**src/rtl/etc_pkg.sv**
```systemverilog
`timescale 1ns / 1ps

package etc_pkg;

  // operand and result width
  localparam int unsigned WIDTH = 16;

  typedef logic [WIDTH-1:0] word_t;

  // status returned by the coprimality unit
  typedef struct packed {
    logic done;     // one-cycle pulse, test finished
    logic coprime;  // gcd of the two operands is one
  } gcd_sts_t;

endpackage

```
**src/rtl/euler_totient_counter_core.sv**
```systemverilog
`timescale 1ns / 1ps

// euler totient by direct count
// input channel: in_valid_i / in_stall_o, one beat carries number_i
// output channel: out_valid_o / out_stall_i, one beat carries totient_o
// a beat moves on a rising edge with valid high and stall low
// one result beat per input beat, in order
// each candidate i in 2..n-1 goes through a shared binary gcd unit that does
// one shift or one compare-and-subtract per cycle; a candidate with i and n
// both even is settled without gcd steps, otherwise it takes k gcd steps,
// and k is at most 4*WIDTH-4 since every subtract is followed by a shift
// n of 0, 1 or 2 has no candidates
// in_stall_o stays high from accept until the result lands in the output
// register; the output register holds a result while the receiver stalls,
// and the next beat can be taken while it waits there
// reset clears the sequencer and the output valid; no item survives it
module euler_totient_counter_core import etc_pkg::*; (
  input  logic              clk_i,
  input  logic              rst_ni,
  input  logic              in_valid_i,
  output logic              in_stall_o,
  input  logic [WIDTH-1:0]  number_i,
  output logic              out_valid_o,
  input  logic              out_stall_i,
  output logic [WIDTH-1:0]  totient_o
);

  typedef enum logic [1:0] {
    S_IDLE,
    S_START,
    S_WAIT,
    S_FLUSH
  } state_e;

  localparam word_t One = word_t'(1);
  localparam word_t Two = word_t'(2);

  state_e   state_q;
  word_t    n_q;      // value under test
  word_t    i_q;      // current candidate
  word_t    cnt_q;    // running count, starts at one for the value 1
  logic     out_valid_q;
  word_t    totient_q;

  logic     in_fire;
  logic     out_free;
  logic     gcd_start;
  gcd_sts_t gcd_sts;

  assign in_fire   = in_valid_i && !in_stall_o;
  // output register can take a new result this cycle
  assign out_free  = !out_valid_q || !out_stall_i;
  assign gcd_start = (state_q == S_START);

  etc_gcd_unit u_gcd (
    .clk_i   (clk_i),
    .rst_ni  (rst_ni),
    .start_i (gcd_start),
    .a_i     (i_q),
    .b_i     (n_q),
    .sts_o   (gcd_sts)
  );

  // sequencer and output register
  always_ff @(posedge clk_i or negedge rst_ni) begin
    if (!rst_ni) begin
      state_q     <= S_IDLE;
      out_valid_q <= 1'b0;
    end else begin
      // a new result replaces a taken one in the same cycle
      if ((state_q == S_FLUSH) && out_free) begin
        out_valid_q <= 1'b1;
      end else if (out_valid_q && !out_stall_i) begin
        out_valid_q <= 1'b0;
      end
      case (state_q)
        S_IDLE: begin
          if (in_fire) begin
            // nothing to test for small n
            state_q <= (number_i <= Two) ? S_FLUSH : S_START;
          end
        end
        S_START: begin
          state_q <= S_WAIT;
        end
        S_WAIT: begin
          if (gcd_sts.done) begin
            // last candidate is n-1
            state_q <= (i_q == (n_q - One)) ? S_FLUSH : S_START;
          end
        end
        S_FLUSH: begin
          if (out_free) begin
            state_q <= S_IDLE;
          end
        end
        default: begin
          state_q <= S_IDLE;
        end
      endcase
    end
  end

  // datapath registers
  always_ff @(posedge clk_i) begin
    if (in_fire) begin
      n_q   <= number_i;
      i_q   <= Two;
      cnt_q <= One;
    end else if ((state_q == S_WAIT) && gcd_sts.done) begin
      i_q <= i_q + One;
      if (gcd_sts.coprime) begin
        cnt_q <= cnt_q + One;
      end
    end
    if ((state_q == S_FLUSH) && out_free) begin
      totient_q <= cnt_q;
    end
  end

  assign in_stall_o  = (state_q != S_IDLE);
  assign out_valid_o = out_valid_q;
  assign totient_o   = totient_q;

  // an accepted beat makes the block busy on the next cycle
  assert property (@(posedge clk_i) disable iff (!rst_ni)
    in_fire |=> in_stall_o)
    else $error("input accepted but block not busy");

  // the gcd unit only reports while the sequencer waits for it
  assert property (@(posedge clk_i) disable iff (!rst_ni)
    gcd_sts.done |-> (state_q == S_WAIT))
    else $error("gcd result outside wait state");

  // a totient is never zero
  assert property (@(posedge clk_i) disable iff (!rst_ni)
    out_valid_o |-> (totient_o != '0))
    else $error("zero totient delivered");

  // the count never passes the candidate being tested
  assert property (@(posedge clk_i) disable iff (!rst_ni)
    ((state_q == S_START) || (state_q == S_WAIT)) |-> (cnt_q < i_q))
    else $error("count ran ahead of candidate");

endmodule

```
**src/rtl/etc_gcd_unit.sv**
```systemverilog
`timescale 1ns / 1ps

module etc_gcd_unit import etc_pkg::*; (
  input  logic     clk_i,
  input  logic     rst_ni,
  input  logic     start_i,
  input  word_t    a_i,
  input  word_t    b_i,
  output gcd_sts_t sts_o
);

  localparam word_t One = word_t'(1);

  logic  busy_q;
  logic  done_q;
  logic  coprime_q;
  word_t a_q;
  word_t b_q;

  // shared compare and subtract
  logic  a_gt_b;
  word_t big;
  word_t little;
  word_t diff;

  assign a_gt_b = a_q > b_q;
  assign big    = a_gt_b ? a_q : b_q;
  assign little = a_gt_b ? b_q : a_q;
  assign diff   = big - little;

  always_ff @(posedge clk_i or negedge rst_ni) begin
    if (!rst_ni) begin
      busy_q    <= 1'b0;
      done_q    <= 1'b0;
      coprime_q <= 1'b0;
    end else begin
      done_q <= 1'b0;
      if (start_i) begin
        // both even: common factor two, no need to iterate
        if (!a_i[0] && !b_i[0]) begin
          done_q    <= 1'b1;
          coprime_q <= 1'b0;
        end else begin
          busy_q <= 1'b1;
        end
      end else if (busy_q && a_q[0] && b_q[0] && (a_q == b_q)) begin
        busy_q    <= 1'b0;
        done_q    <= 1'b1;
        coprime_q <= (a_q == One);
      end
    end
  end

  // binary gcd, one shift or one subtract per cycle while busy
  always_ff @(posedge clk_i) begin
    if (start_i) begin
      a_q <= a_i;
      b_q <= b_i;
    end else if (busy_q) begin
      if (!a_q[0]) begin
        a_q <= a_q >> 1;
      end else if (!b_q[0]) begin
        b_q <= b_q >> 1;
      end else if (a_q != b_q) begin
        if (a_gt_b) begin
          a_q <= diff;
        end else begin
          b_q <= diff;
        end
      end
    end
  end

  assign sts_o.done    = done_q;
  assign sts_o.coprime = coprime_q;

endmodule
```
**config.mk**
```make
export PLATFORM = sky130hd
export DESIGN_NAME = euler_totient_counter_core
export DESIGN_NICKNAME = d
export VERILOG_FILES = /design/src/rtl/etc_pkg.sv /design/src/rtl/euler_totient_counter_core.sv /design/src/rtl/etc_gcd_unit.sv
export SDC_FILE = /design/constraint.sdc
export NUM_CORES = 1
export LEC_CHECK = 0
export BUFFER_PORTS_ARGS = -buffer_cell sky130_fd_sc_hd__buf_4
export CORE_UTILIZATION = 44
export DETAILED_ROUTE_END_ITERATION = 6
export PLACE_DENSITY = 0.7
export RECOVER_POWER = 25
export SYNTH_ARGS = -nofsm -noshare
export SYNTH_HDL_FRONTEND = slang
export SYNTH_SLANG_ARGS = --single-unit
export TNS_END_PERCENT = 1
```
**constraint.sdc**
```tcl
create_clock -name clk_i -period 5.3 [get_ports clk_i]
set_clock_uncertainty 0.05 [all_clocks]
set_input_delay 0.265 -clock clk_i [delete_from_list [all_inputs] [get_ports clk_i]]
set_output_delay 0.265 -clock clk_i [all_outputs]
set_load 0.02 [all_outputs]
```
# Yosys cells after proc, flatten, opt, wreduce, memory -nomap -nowiden
# Cells that the tools add are included.
[totals] ff_bits=102 input_bits=20 output_inout_bits=18 wordCells=94
[op_classes] add_sub_neg=4 order_cmp=2 eq_ne=17 mux=31 n_reduce_logical=27
[op_table] cell="2-to-1 mux 16 bit" count=14
[op_table] cell="adder 16 x 1 -> 16 bit (second input constant)" count=2
[op_table] cell="equality test 16 bit" count=2
[op_table] cell="equality test 16 x 1 -> 1 bit (second input constant)" count=1
[op_table] cell="greater-than comparator 16 bit" count=1
[op_table] cell="<= comparator 16 x 2 -> 1 bit (second input constant)" count=1
[op_table] cell="inequality test 16 bit" count=1
[op_table] cell="subtractor 16 x 1 -> 16 bit (second input constant)" count=1
[op_table] cell="subtractor 16 bit" count=1
[op_table] cell="inequality test 3 bit (second input constant)" count=5
[op_table] cell="2-to-1 mux 1 bit" count=11
[op_table] cell="2-to-1 mux 2 bit" count=5
[op_table] cell="nonzero test 2 bit" count=5
[op_table] cell="logical AND 1 bit" count=8
[op_table] cell="one-hot mux 2 bit (4 select lines)" count=1
[op_table] cell="AND reduction 2 bit" count=4
[op_table] cell="AND reduction 4 bit" count=2
[op_table] cell="inequality test 2 bit (second input constant)" count=3
[op_table] cell="logical NOT 1 bit" count=5
[op_table] cell="equality test 2 bit (second input constant)" count=2
[op_table] cell="inequality test 2 x 1 -> 1 bit (second input constant)" count=2
[op_table] cell="AND reduction 3 bit" count=1
[op_table] cell="equality test 2 x 1 -> 1 bit (second input constant)" count=1
[op_table] cell="logical NOT 2 bit" count=1
[op_table] cell="logical OR 1 bit" count=1

# Depth between registers and ports, before layout
# Gate-level depths: netlist (run 1).
[logic_depth] depth_word=9 mapped_depth=22 depth_no_buf=19

# By module
# A second synthesis (run 1) with hierarchy kept.
[hier_totals] cells_unflattened=653 area_unflattened_um2=6198.4
[by_module_without_submodules] mod="etc_gcd_unit" instances=1 cells_each=358 area_each_um2=3128.0 seq_area_each_um2=1036.0
[by_module_without_submodules] mod="euler_totient_counter_core" instances=1 cells_each=295 area_each_um2=3070.4 seq_area_each_um2=1676.6

# Least setup slack after synthesis (run 1)
# Ideal clock, no wire load.
[synth_path] kind="reg-to-reg" start="register u_gcd.a_q[0]" end="register u_gcd.a_q[14], data pin" setup_ps=261 arrival_ps=4136 t_required_ps=4989 path_slack_ps=854 path_stages_with_launch=23 n_path_buf=3 synth_period_minus_slack_ps=4446 cell_sequence="edfxtp_1 -> clkbuf_1 -> inv_1 -> clkbuf_1 -> ha_1 -> nor2b_1 -> o211ai_1 -> a21oi_2 -> or3_1 -> buf_6 -> a211oi_2 -> nor2_1 -> ha_1 -> or2_2 -> nor4_1 -> a211oi_1 -> o31a_1 -> o21bai_1 -> a31oi_1 -> o21ai_1 -> xor2_1 -> nor2_1 -> a221o_1"
[synth_between] elab_chain_cells=9 elab_cells_between_ends=10 cone_classes="1 x add/sub; 1 x order compare; 8 x mux"
[synth_rtl] element="start, declared" line_no="etc_gcd_unit.sv:17" text="word_t a_q;"
[synth_rtl] element="start signal, assigned" line_no="etc_gcd_unit.sv:57" text="a_q <= a_i;"
[synth_rtl] element="start signal, assigned" line_no="etc_gcd_unit.sv:61" text="a_q <= a_q >> 1;"
[synth_rtl] element="start signal, assigned" line_no="etc_gcd_unit.sv:66" text="a_q <= diff;"
[synth_rtl] element="greater-than comparator 16 bit" line_no="etc_gcd_unit.sv:26" text="assign a_gt_b = a_q > b_q;"
[synth_rtl] element="2-to-1 mux 16 bit (on tied branches)" line_no="etc_gcd_unit.sv:27, etc_gcd_unit.sv:28"
[synth_rtl] element="subtractor 16 bit" line_no="etc_gcd_unit.sv:29" text="assign diff = big - little;"
[synth_rtl] element="2-to-1 mux 16 bit" line_no="etc_gcd_unit.sv:65" text="if (a_gt_b) begin"
[synth_rtl] element="2-to-1 mux 16 bit" line_no="etc_gcd_unit.sv:64" text="end else if (a_q != b_q) begin"
[synth_rtl] element="2-to-1 mux 16 bit" line_no="etc_gcd_unit.sv:62" text="end else if (!b_q[0]) begin"
[synth_rtl] element="2-to-1 mux 16 bit *" line_no="etc_gcd_unit.sv:60" text="if (!a_q[0]) begin"
[synth_rtl] element="2-to-1 mux 16 bit *" line_no="etc_gcd_unit.sv:59" text="end else if (busy_q) begin"
[synth_rtl] element="2-to-1 mux 16 bit *" line_no="etc_gcd_unit.sv:56" text="if (start_i) begin"
# Mark *: on every way between the ends. The rest lies on a longest branch, timed or not. The select of a mux whose other input is x is not followed.
# A chain may end at the register's enable or synchronous reset.

# Worst setup path after layout (run 1)
[layout_path] start="register u_gcd.a_q[13]" end="register u_gcd.a_q[10], data pin"
[layout_between] elab_chain_cells=9 elab_cells_between_ends=10 cone_classes="1 x add/sub; 1 x order compare; 8 x mux"
[layout_rtl] element="greater-than comparator 16 bit *" line_no="etc_gcd_unit.sv:26"
[layout_rtl] element="2-to-1 mux 16 bit (on tied branches)" line_no="etc_gcd_unit.sv:27, etc_gcd_unit.sv:28"
[layout_rtl] element="subtractor 16 bit *" line_no="etc_gcd_unit.sv:29"
[layout_rtl] element="2-to-1 mux 16 bit *" line_no="etc_gcd_unit.sv:65"
[layout_rtl] element="2-to-1 mux 16 bit *" line_no="etc_gcd_unit.sv:64"
[layout_rtl] element="2-to-1 mux 16 bit *" line_no="etc_gcd_unit.sv:62"
[layout_rtl] element="2-to-1 mux 16 bit *" line_no="etc_gcd_unit.sv:60"
[layout_rtl] element="2-to-1 mux 16 bit *" line_no="etc_gcd_unit.sv:59"
[layout_rtl] element="2-to-1 mux 16 bit *" line_no="etc_gcd_unit.sv:56"
# Marked as above.

==> metrics, run 1 <==
status complete, no violations; CP startpoint u_gcd.a_q[13]$_DFFE_PP_; RR Startpoint u_gcd.a_q[13]$_DFFE_PP_; top cells by area, synth edfxtp_1 (32%), dfxtp_1 (11%), xor2_1 (4.9%), ha_1 (4.3%), nor2_1 (3.7%); commonest non-fill, non-tap cell in the layout edfxtp_1; CTS clk-pin slew, worst paths 0.07 ns; Root Driver clkbuf_16; total track usage 21.9%; initial antenna violation count 0; number of global-route vias before repair 4759; crit path DAT 5.06 ns; Routed WL 15.1 mm; first-pass GRT wire length 24.3 mm; dominant synthesized flop cell edfxtp_1; Post-DP HPWL 11.0 mm; Sw Ratio 41.8%; Required @ worst endpoint 5.35 ns; die width 119 um; Critical Path End Type flop; hold depth 1; drt first pass iters 5; placed inst area 6470 um2; Vert. Die Dim 119 um; wire per inst 18.0 um; H-tree depth 3; synthesized area per cell 9.55 um2; fmax 0.200 GHz; most frequent cells in the layout edfxtp_1 (64), nor2_1 (59), nand2_1 (50), xor2_1 (34), dfxtp_1 (32); Worst Max-Slew Pin Slew 1.18 ns; R2R cell count 18; num rows 42; final setup violation count 0; Gate power share 48.8%; Setup CP Type flop to flop; CTS tree built; Initial Util 45.3%; Cells after Synth 634; final net count 700; Tcrit/Tclk final 94.5%; synth warn 0; drt drc 0; Max-Cap Viols 0; clk_lat worst skew 0.35 ns; flop2flop setup slack 0.29 ns; clk sink count 102; Critical Path Source Type flop; Synth async-reset ratio 5.88%; pwr/cell area 544 nW/um2; Yosys top cell by area edfxtp_1; Final GP Congestion 0.908; Seq cells post-synth 102; Fin Setup TNS 0 ns; Post-Syn Area 6050 um2; Iter 0 DRT Violations 434; worst r2r dst u_gcd.a_q[10]$_DFFE_PP_; I/O Pins 38; RSZ-0062 raised after global routing no; Bufs on Longest Clock Path 2; NetSw 0.00153 W; Hold Vio Cnt, Final 0; CP Max Fanout 6; Num CTS Buffers 9; CP endpoint u_gcd.a_q[10]$_DFFE_PP_; Ant. Diodes 0; HP Class input port to flop; worst IR drop on VDD 0.297 mV; largest net degree at the start of global routing 47; Seq pwr share 33.0%; EDFF count, synth 64; Final Slew Violations 0; Unique masters post-synth 62; vias per cell 5.99; core area 13300 um2; Vias 5032; post-route design area 6740 um2; Final min period 5.01 ns; area of the die 14200 um2; global route overflow 0; area grow syn2layout 11.3%; Routed Antenna Nets 0; Clock power frac 18.2%; Int Power 0.00213 W; count of port buffers added during placement 37; post-synthesis sequential area ratio 44.8%; final core occ 50.5%; Pleak 2.53 nW; top cell type's share of synthesized area 31.8%; Synth Net Count 675; max_slew headroom 20.7%; layout cells sized above 1 10.5%
==> cell type report <==
cell class,count,area (um2)
Fill cell,1218,6610
Multi-Input combinational cell,472,3100
Sequential cell,102,2710
Timing Repair Buffer,46,299
Clock buffer,10,229
Tap cell,176,220
Inverter,28,105
Clock inverter,6,70.1
==> cell families (layout without fill, tap and decap cells) <==
group,count (synthesis),after routing,synth area share [%]
AO/OA/AOI/OAI,149,149,17.4
XOR/XNOR,58,58,8.39
adder cells (fa/ha/maj),21,21,4.34
buffers and inverters,60,90,4.18
flip-flops,102,102,44.8
multiplexers,3,3,0.496
AND/OR/NAND/NOR,241,241,20.4
==> worst min path at each step <==
stage / start / endpoint / slack [ns]
4_1_cts: number_i[0] / n_q[0]$_DFFE_PP_ / 0.04
5_1_grt: number_i[6] / n_q[6]$_DFFE_PP_ / 0.07
6_report: number_i[4] / n_q[4]$_DFFE_PP_ / 0.07
2_1_floorplan: rst_ni / out_valid_o$_DFFE_PN0P_ / -0.08
3_3_place_gp: rst_ni / out_valid_o$_DFFE_PN0P_ / 0.02
3_5_place_dp: rst_ni / out_valid_o$_DFFE_PN0P_ / 0.02
==> sequential cells by signal (all words and copies together) (netlist names) <==
| name | cells |
|---|---|
| cnt_q | 16 |
| i_q | 16 |
| n_q | 16 |
| totient_o | 16 |
| u_gcd.a_q | 16 |
| u_gcd.b_q | 16 |
| state_q | 2 |
| out_valid_o | 1 |
| u_gcd.busy_q | 1 |
| u_gcd.coprime_q | 1 |
| u_gcd.done_q | 1 |
==> power groups by stage <==
stage / Sequential [W] / Clock, W / Combinational, W
floorplan: 0.00120 / 0 / 0.00130
global placement: 0.00121 / 0 / 0.00172
detailed placement: 0.00122 / 0 / 0.00174
CTS: 0.00120 / 0.000676 / 0.00176
global route: 0.00122 / 0.000698 / 0.00195
finish: 0.00121 / 0.000667 / 0.00179
==> per-stage QoR <==
step | instances | hold WS [ns] | setup WS (ns) | total power (W)
5_1_grt | 840 | 0.0728 | 0.0490 | 0.00387
3_5_place_dp | 823 | 0.0242 | 0.416 | 0.00296
6_report | 840 | 0.0745 | 0.289 | 0.00367
4_1_cts | 840 | 0.0447 | 0.358 | 0.00364
3_3_place_gp | 823 | 0.0248 | 0.548 | 0.00293
2_1_floorplan | 634 | -0.0806 | 0.854 | 0.00250
==> critical path, stage by stage (launching register included) <==
cell and delay (ns):
edfxtp_1 0.46, ha_1 0.43, and3_1 0.23, nand3_1 0.13
o31ai_1 0.54, or3_1 0.28, and4_1 0.24, nor2_1 0.07
ha_1 0.22, or2_2 0.32, nor4_1 0.20, a211oi_1 0.11
o31a_1 0.35, o21bai_1 0.20, nand2_1 0.12, a21boi_1 0.21
xor2_1 0.27, o221ai_1 0.19, o21a_1 0.14
==> cell usage after synthesis, drive strengths merged (2+ instances only) <==
cell type  instances
ha                21
mux2i              3
nor3              15
nor2b              3
or2                7
xor2              34
a21o               7
a22oi              2
o21ai             36
nand3             26
dfrtp              6
nand2b            11
a2bb2oi            6
o221ai             8
o31a               4
a21oi             22
nor2              61
nand4             11
and4               8
clkbuf            25
a31oi              5
buf                7
a2111oi            2
inv               28
and3              15
a221oi            10
o21a               9
nand2             50
a221o              3
o22ai              8
nor4              13
o211ai             5
nor3b              3
and2               5
o21bai             3
o31ai              7
dfxtp             32
a211oi             8
xnor2             24
edfxtp            64
or3                4
nand3b             4
==> metal layers <==
layer	up-vias	wire length [um]	GRT usage, %	part of all wire, %
li1	2393	-	-	-
met1	2388	6710	29.4	44
met2	216	7010	34.0	46
met3	35	918	2.73	6.1
met4	0	458	12.1	3.0
met5	-	0	0	0
==> what timing repair did <==
item                                    in CTS  in global routing
endpoints found under the setup margin       0                  2
hold endpoints to repair                     6                  0
hold buffers                                 1                  0
gates resized for setup                      0                  2
setup buffers                                0                  0
Note: power is estimated with default switching activity, not from simulation.
==> inputs of run 2 (changes only) <==
--- a/config.mk
+++ b/config.mk
@@ -5,10 +5,10 @@
 export SDC_FILE = /design/constraint.sdc
 export NUM_CORES = 1
 export LEC_CHECK = 0
-export BUFFER_PORTS_ARGS = -buffer_cell sky130_fd_sc_hd__buf_4
 export CORE_UTILIZATION = 44
 export DETAILED_ROUTE_END_ITERATION = 6
-export PLACE_DENSITY = 0.7
+export DONT_BUFFER_PORTS = 1
+export PLACE_DENSITY = 0.63
 export RECOVER_POWER = 25
 export SYNTH_ARGS = -nofsm -noshare
 export SYNTH_HDL_FRONTEND = slang
==> run 2 against run 1 <==
  * Wire length up 2.0%
  * Fmax is 2.1% higher
  * First-iteration DRC count is 25% lower
  * Sequential share of layout area is 0.16 points higher
  * Clock power is 4.6% higher
  * Sequential power increased by 3%
  * Total power about the same
==> metrics, run 2 (synthesis results as in run 1) <==
max_slew headroom 35.5%; Final GP Congestion 0.920; CTS tree built; Pleak 2.50 nW; Bufs on Longest Clock Path 2; wire per inst 18.8 um; Int Power 0.00216 W; Setup CP Type flop to flop; largest net degree at the start of global routing 47; area of the die 14200 um2; num rows 42; Tcrit/Tclk final 92.6%; dpl ws 0.476 ns; WP buf/inv 0; worst hold endpoint out_valid_o$_DFFE_PN0P_; total track usage 22.5%; Routed Antenna Nets 0; Seq pwr share 34.0%; Iter 0 DRT Violations 325; status complete, no violations; CP max stage cell edfxtp_1; first-pass GRT wire length 24.9 mm; layout cells sized above 1 7.60%; Required @ worst endpoint 5.34 ns; crit path DAT 4.95 ns; worst IR drop on VDD 0.258 mV; RR Startpoint u_gcd.a_q[5]$_DFFE_PP_; Crit path max-delay family compound AO/OA/AOI/OAI gates; Hold Vio Cnt, Final 0; global route overflow 0; drt drc 0; flop2flop setup slack 0.39 ns; Fin Setup TNS 0 ns; final net count 681; Num CTS Buffers 9; crit-path cells ha_1, a21o_1, a221oi_2, o31ai_1, or3_1, a211oi_2, nor2_1, ha_1, or2_2, nor4_1, a211oi_1, o31a_1, o21bai_1, a31oi_1, o21ai_1, xor2_1, nor2_1, a221o_1; Vias 4886; Routed WL 15.4 mm; post-CTS resize count 0; fmax 0.204 GHz; Sw Ratio 41.2%; Worst Max-Slew Pin Slew 0.968 ns; commonest non-fill, non-tap cell in the layout edfxtp_1; count of port buffers added during placement 0; drt first pass iters 5; initial antenna violation count 0; pwr/cell area 547 nW/um2; Ant. Diodes 0; Critical Path Source Type flop; Gate power share 47.0%; H-tree depth 3; clk_lat worst skew 0.34 ns; HP Class input port to flop; slowest cell delay on critical path 0.49 ns; Vert. Die Dim 119 um; Critical Path End Type flop; worst hold start out_stall_i; Clock power frac 19.0%; RSZ-0062 raised after global routing no; Final Slew Violations 0; hold depth 2; R2R cell count 18; die width 119 um; final setup violation count 0; most frequent cells in the layout edfxtp_1 (64), nor2_1 (59), nand2_1 (50), xor2_1 (34), dfxtp_1 (32); number of global-route vias before repair 4820; I/O Pins 38; clk sink count 102; NetSw 0.00151 W; Post-DP HPWL 11.4 mm; Final min period 4.91 ns; core area 13300 um2; vias per cell 5.95; CTS clk-pin slew, worst paths 0.07 ns; CP Max Fanout 6; Initial Util 45.3%; area grow syn2layout 10.9%; Max-Cap Viols 0; Worst Setup Slack, final 0.392 ns; Root Driver clkbuf_16; worst r2r dst u_gcd.b_q[14]$_DFFE_PP_
run 2: worst max-delay path by stage:
stage | start | to | slack (ns) | depth (start not counted)
finish | u_gcd.a_q[5]$_DFFE_PP_ | u_gcd.b_q[14]$_DFFE_PP_ | 0.39 | 18
global route | u_gcd.b_q[7]$_DFFE_PP_ | u_gcd.b_q[14]$_DFFE_PP_ | 0.16 | 19
CTS | u_gcd.a_q[5]$_DFFE_PP_ | u_gcd.a_q[10]$_DFFE_PP_ | 0.47 | 18
detailed placement | u_gcd.a_q[5]$_DFFE_PP_ | u_gcd.b_q[14]$_DFFE_PP_ | 0.48 | 18
global placement | u_gcd.a_q[11]$_DFFE_PP_ | u_gcd.a_q[10]$_DFFE_PP_ | 0.53 | 17
floorplan | u_gcd.a_q[0]$_DFFE_PP_ | u_gcd.a_q[14]$_DFFE_PP_ | 0.85 | 22
run 2: timing repair:
item | CTS | global route
hold endpoints to repair | 22 | 0
hold buffers | 17 | 0
buffers inserted | 0 | 0
run 2: area by class of cell:
cell class | count | area, um2
multi-input cells | 472 | 3100
clock inverters | 5 | 61.3
clock buffers | 11 | 264
repair buffers | 27 | 245
flip-flops and latches | 102 | 2710
well taps | 176 | 220
inverters | 28 | 105
fillers | 1260 | 6640
run 2: stage by stage:
stage / std cells / power (W) / cell area (um2) / hold slack (ns) / utilization (%)
2_1_floorplan: 634 / 0.00250 / 6050 / -0.0806 / -
5_1_grt: 821 / 0.00389 / 6710 / 0.0239 / 50.3
3_5_place_dp: 788 / 0.00293 / 6210 / -0.0805 / 46.6
3_3_place_gp: 788 / 0.00293 / 6210 / -0.0805 / 46.6
4_1_cts: 821 / 0.00365 / 6710 / 0.000217 / 50.3
6_report: 821 / 0.00367 / 6710 / 0.0112 / 50.3
run 2: worst register-to-register path, stage by stage, from the launching register on:
cell	delay, ns
edfxtp_1	0.49
ha_1	0.41
a21o_1	0.20
a221oi_2	0.29
o31ai_1	0.18
or3_1	0.47
a211oi_2	0.24
nor2_1	0.08
ha_1	0.21
or2_2	0.32
nor4_1	0.18
a211oi_1	0.10
o31a_1	0.34
o21bai_1	0.19
a31oi_1	0.15
o21ai_1	0.19
xor2_1	0.18
nor2_1	0.08
a221o_1	0.30
run 2: per-layer routing:
metal,wire (um),GRT usage [%]
met1,6860,29.9
met2,7290,36.9
met3,873,3.26
met4,371,8.94
met5,0,0
run 2: power by group through the flow:
stage                     logic (W)  registers, W  clock network (W)
after floorplan             0.00130       0.00120                  0
after global placement      0.00168       0.00125                  0
after detailed placement    0.00168       0.00126                  0
after CTS                   0.00170       0.00124           0.000710
after global routing        0.00189       0.00126           0.000736
final                       0.00172       0.00125           0.000698
==> inputs of run 3 (changes only) <==
--- a/config.mk
+++ b/config.mk
@@ -10,6 +10,7 @@
 export DONT_BUFFER_PORTS = 1
 export PLACE_DENSITY = 0.63
 export RECOVER_POWER = 25
+export REMOVE_ABC_BUFFERS = 1
 export SYNTH_ARGS = -nofsm -noshare
 export SYNTH_HDL_FRONTEND = slang
 export SYNTH_SLANG_ARGS = --single-unit
==> run 3 against run 2 <==
  * Via count down 0.57%
  * Non-clock buffer count decreased by 2
  * Count of clock-buffer cells in the layout unchanged
  * Flip-flop and latch count is the same
  * Die area did not move
  * Register-to-register slack got worse by 0.06 ns
  * Largest cell class unchanged
  * Fmax down 1.3%
  * Highest routed layer unchanged
  * Cell area shrank 0.43%
  * Largest power group unchanged
  * Combinational power about the same
  * Total power shrank 0.76%
  * First-iteration DRC count rose by 26%
  * Critical path depth down 1
==> metrics, run 3 (synthesis results as in run 1) <==
H-tree depth 3; Storage cell area 2710 um2; hold depth 2; worst hold start in_valid_i; largest net degree at the start of global routing 47; Routed Antenna Nets 0; Int Power 0.00210 W; max_slew headroom 13.6%; clk_lat worst skew 0.34 ns; Bufs on Longest Clock Path 2; final core occ 50.0%; area of the die 14200 um2; Worst path most repeated cell ha_1; multi-input logic area 3100 um2; drt first pass iters 5; Fill cells 1288; total track usage 22.4%; Crit path max-delay family simple AND/OR/NAND/NOR gates; crit path DAT 5.02 ns; post-CTS resize count 0; first-pass GRT wire length 24.8 mm; Worst Max-Slew Pin Slew 1.29 ns; die width 119 um; hold_buf cts 18; crit-path cells ha_1, nand4_1, or4_4, or2_4, a211oi_2, nor2_1, ha_1, or2_2, nor4_1, a211oi_1, o31a_1, o21bai_1, nand2_1, a21boi_0, xor2_1, o221ai_1, o21a_1; most frequent cells in the layout edfxtp_1 (64), nor2_1 (59), nand2_1 (50), xor2_1 (34), dfxtp_1 (32); Hold Vio Cnt, Final 0; Gate power share 47.4%; HP Class input port to flop; fmax 0.201 GHz; Root Driver clkbuf_16; CP Max Fanout 23; Vert. Die Dim 119 um; Levels on crit path 17; worst IR drop on VDD 0.269 mV; Final min period 4.97 ns; final setup violation count 0; global route overflow 0; R2R cell count 17; Critical Path Source Type flop; dpl ws 0.431 ns; RR Startpoint u_gcd.a_q[10]$_DFFE_PP_; number of global-route vias before repair 4763; Max-Cap Viols 0; CTS tree built; I/O Pins 38; num rows 42; Final Slew Violations 0; Routed WL 15.4 mm; Seq pwr share 34.2%; CTS clk-pin slew, worst paths 0.07 ns; slowest cell delay on critical path 0.52 ns; Worst Setup Slack, final 0.330 ns; vias per cell 5.93; wire per inst 18.8 um; NetSw 0.00154 W; Tcrit/Tclk final 93.8%; clk sink count 102; Critical Path End Type flop; Clock power frac 18.4%; Setup CP Type flop to flop; Num CTS Buffers 9; Required @ worst endpoint 5.35 ns; pwr/cell area 545 nW/um2; layout cells sized above 1 7.15%; WP buf/inv 0; Iter 0 DRT Violations 409; core area 13300 um2; drt drc 0; RSZ-0062 raised after global routing no; Pleak 2.48 nW; Ant. Diodes 0; worst hold endpoint state_q[1]$_DFFE_PN0P_; Final GP Congestion 0.902; area grow syn2layout 10.4%; commonest non-fill, non-tap cell in the layout edfxtp_1; initial antenna violation count 0; Sw Ratio 42.3%; final net count 679; status complete, no violations; Post-DP HPWL 11.2 mm; Setup Buffers After CTS 0; Vias 4858; count of port buffers added during placement 0; CP max stage cell or4_4; flop2flop setup slack 0.33 ns; Initial Util 45.3%; worst r2r dst u_gcd.a_q[10]$_DFFE_PP_; Fin Setup TNS 0 ns
run 3: cell count changes in the layout (fill, tap and decap cells not counted):
cell | previous run | this run
buf_4 | 10 | 7
bufinv_16 | 1 | 0
clkinv_2 | 1 | 0
clkinvlp_4 | 0 | 1
dlygate4sd3_1 | 17 | 18
inv_8 | 0 | 1
run 3: area by class of cell:
| class | count | area share (%) |
|---|---|---|
| timing repair buffer | 25 | 3.48 |
| clock inverter | 5 | 0.674 |
| sequential | 102 | 40.6 |
| tap | 176 | 3.30 |
| multi-input combinational | 472 | 46.4 |
| clock buffer | 11 | 3.95 |
| inverter | 28 | 1.57 |
run 3: layer usage:
| metal | vias up | global-route usage [%] | part of all wire (%) |
|---|---|---|---|
| met3 | 29 | 3.26 | 6.8 |
| li1 | 2344 | - | - |
| met4 | 0 | 9.89 | 3.0 |
| met1 | 2291 | 30.3 | 45 |
| met5 | - | 0 | 0 |
| met2 | 194 | 35.5 | 45 |
run 3: worst register-to-register path: cells and delay by family (launching register included):
kind | cells | cell delay, ns
AOI/OAI and AO/OA | 7 | 1.52
xor gates and xnor gates | 1 | 0.25
adders and majority gates | 2 | 0.70
DFF | 1 | 0.46
and+or+nand+nor | 7 | 1.74
run 3: worst max path at each step:
stage                       startpoint                 endpoint  slack [ns]
5_1_grt        u_gcd.a_q[10]$_DFFE_PP_  u_gcd.a_q[10]$_DFFE_PP_        0.13
6_report       u_gcd.a_q[10]$_DFFE_PP_  u_gcd.a_q[10]$_DFFE_PP_        0.33
4_1_cts        u_gcd.a_q[10]$_DFFE_PP_  u_gcd.a_q[14]$_DFFE_PP_        0.41
3_3_place_gp   u_gcd.a_q[11]$_DFFE_PP_  u_gcd.a_q[14]$_DFFE_PP_        0.58
3_5_place_dp   u_gcd.a_q[10]$_DFFE_PP_  u_gcd.a_q[14]$_DFFE_PP_        0.43
2_1_floorplan  u_gcd.a_q[11]$_DFFE_PP_  u_gcd.a_q[14]$_DFFE_PP_        0.60
run 3: per-stage QoR:
step | total power, W | cell area (um2) | hold WS, ns | instances
floorplan | 0.00245 | 5900 | -0.0806 | 602
global placement | 0.00293 | 6190 | -0.0804 | 785
detailed placement | 0.00293 | 6190 | -0.0804 | 785
CTS | 0.00362 | 6680 | 0.0210 | 819
global route | 0.00386 | 6680 | 0.0432 | 819
finish | 0.00364 | 6680 | 0.0324 | 819
run 3: power groups by stage:
stage,Sequential [W],Clock (W),Combinational (W)
final,0.00125,0.000669,0.00172
after global routing,0.00126,0.000712,0.00188
after CTS,0.00124,0.000680,0.00169
after detailed placement,0.00126,0,0.00168
after global placement,0.00125,0,0.00167
after floorplan,0.00122,0,0.00123
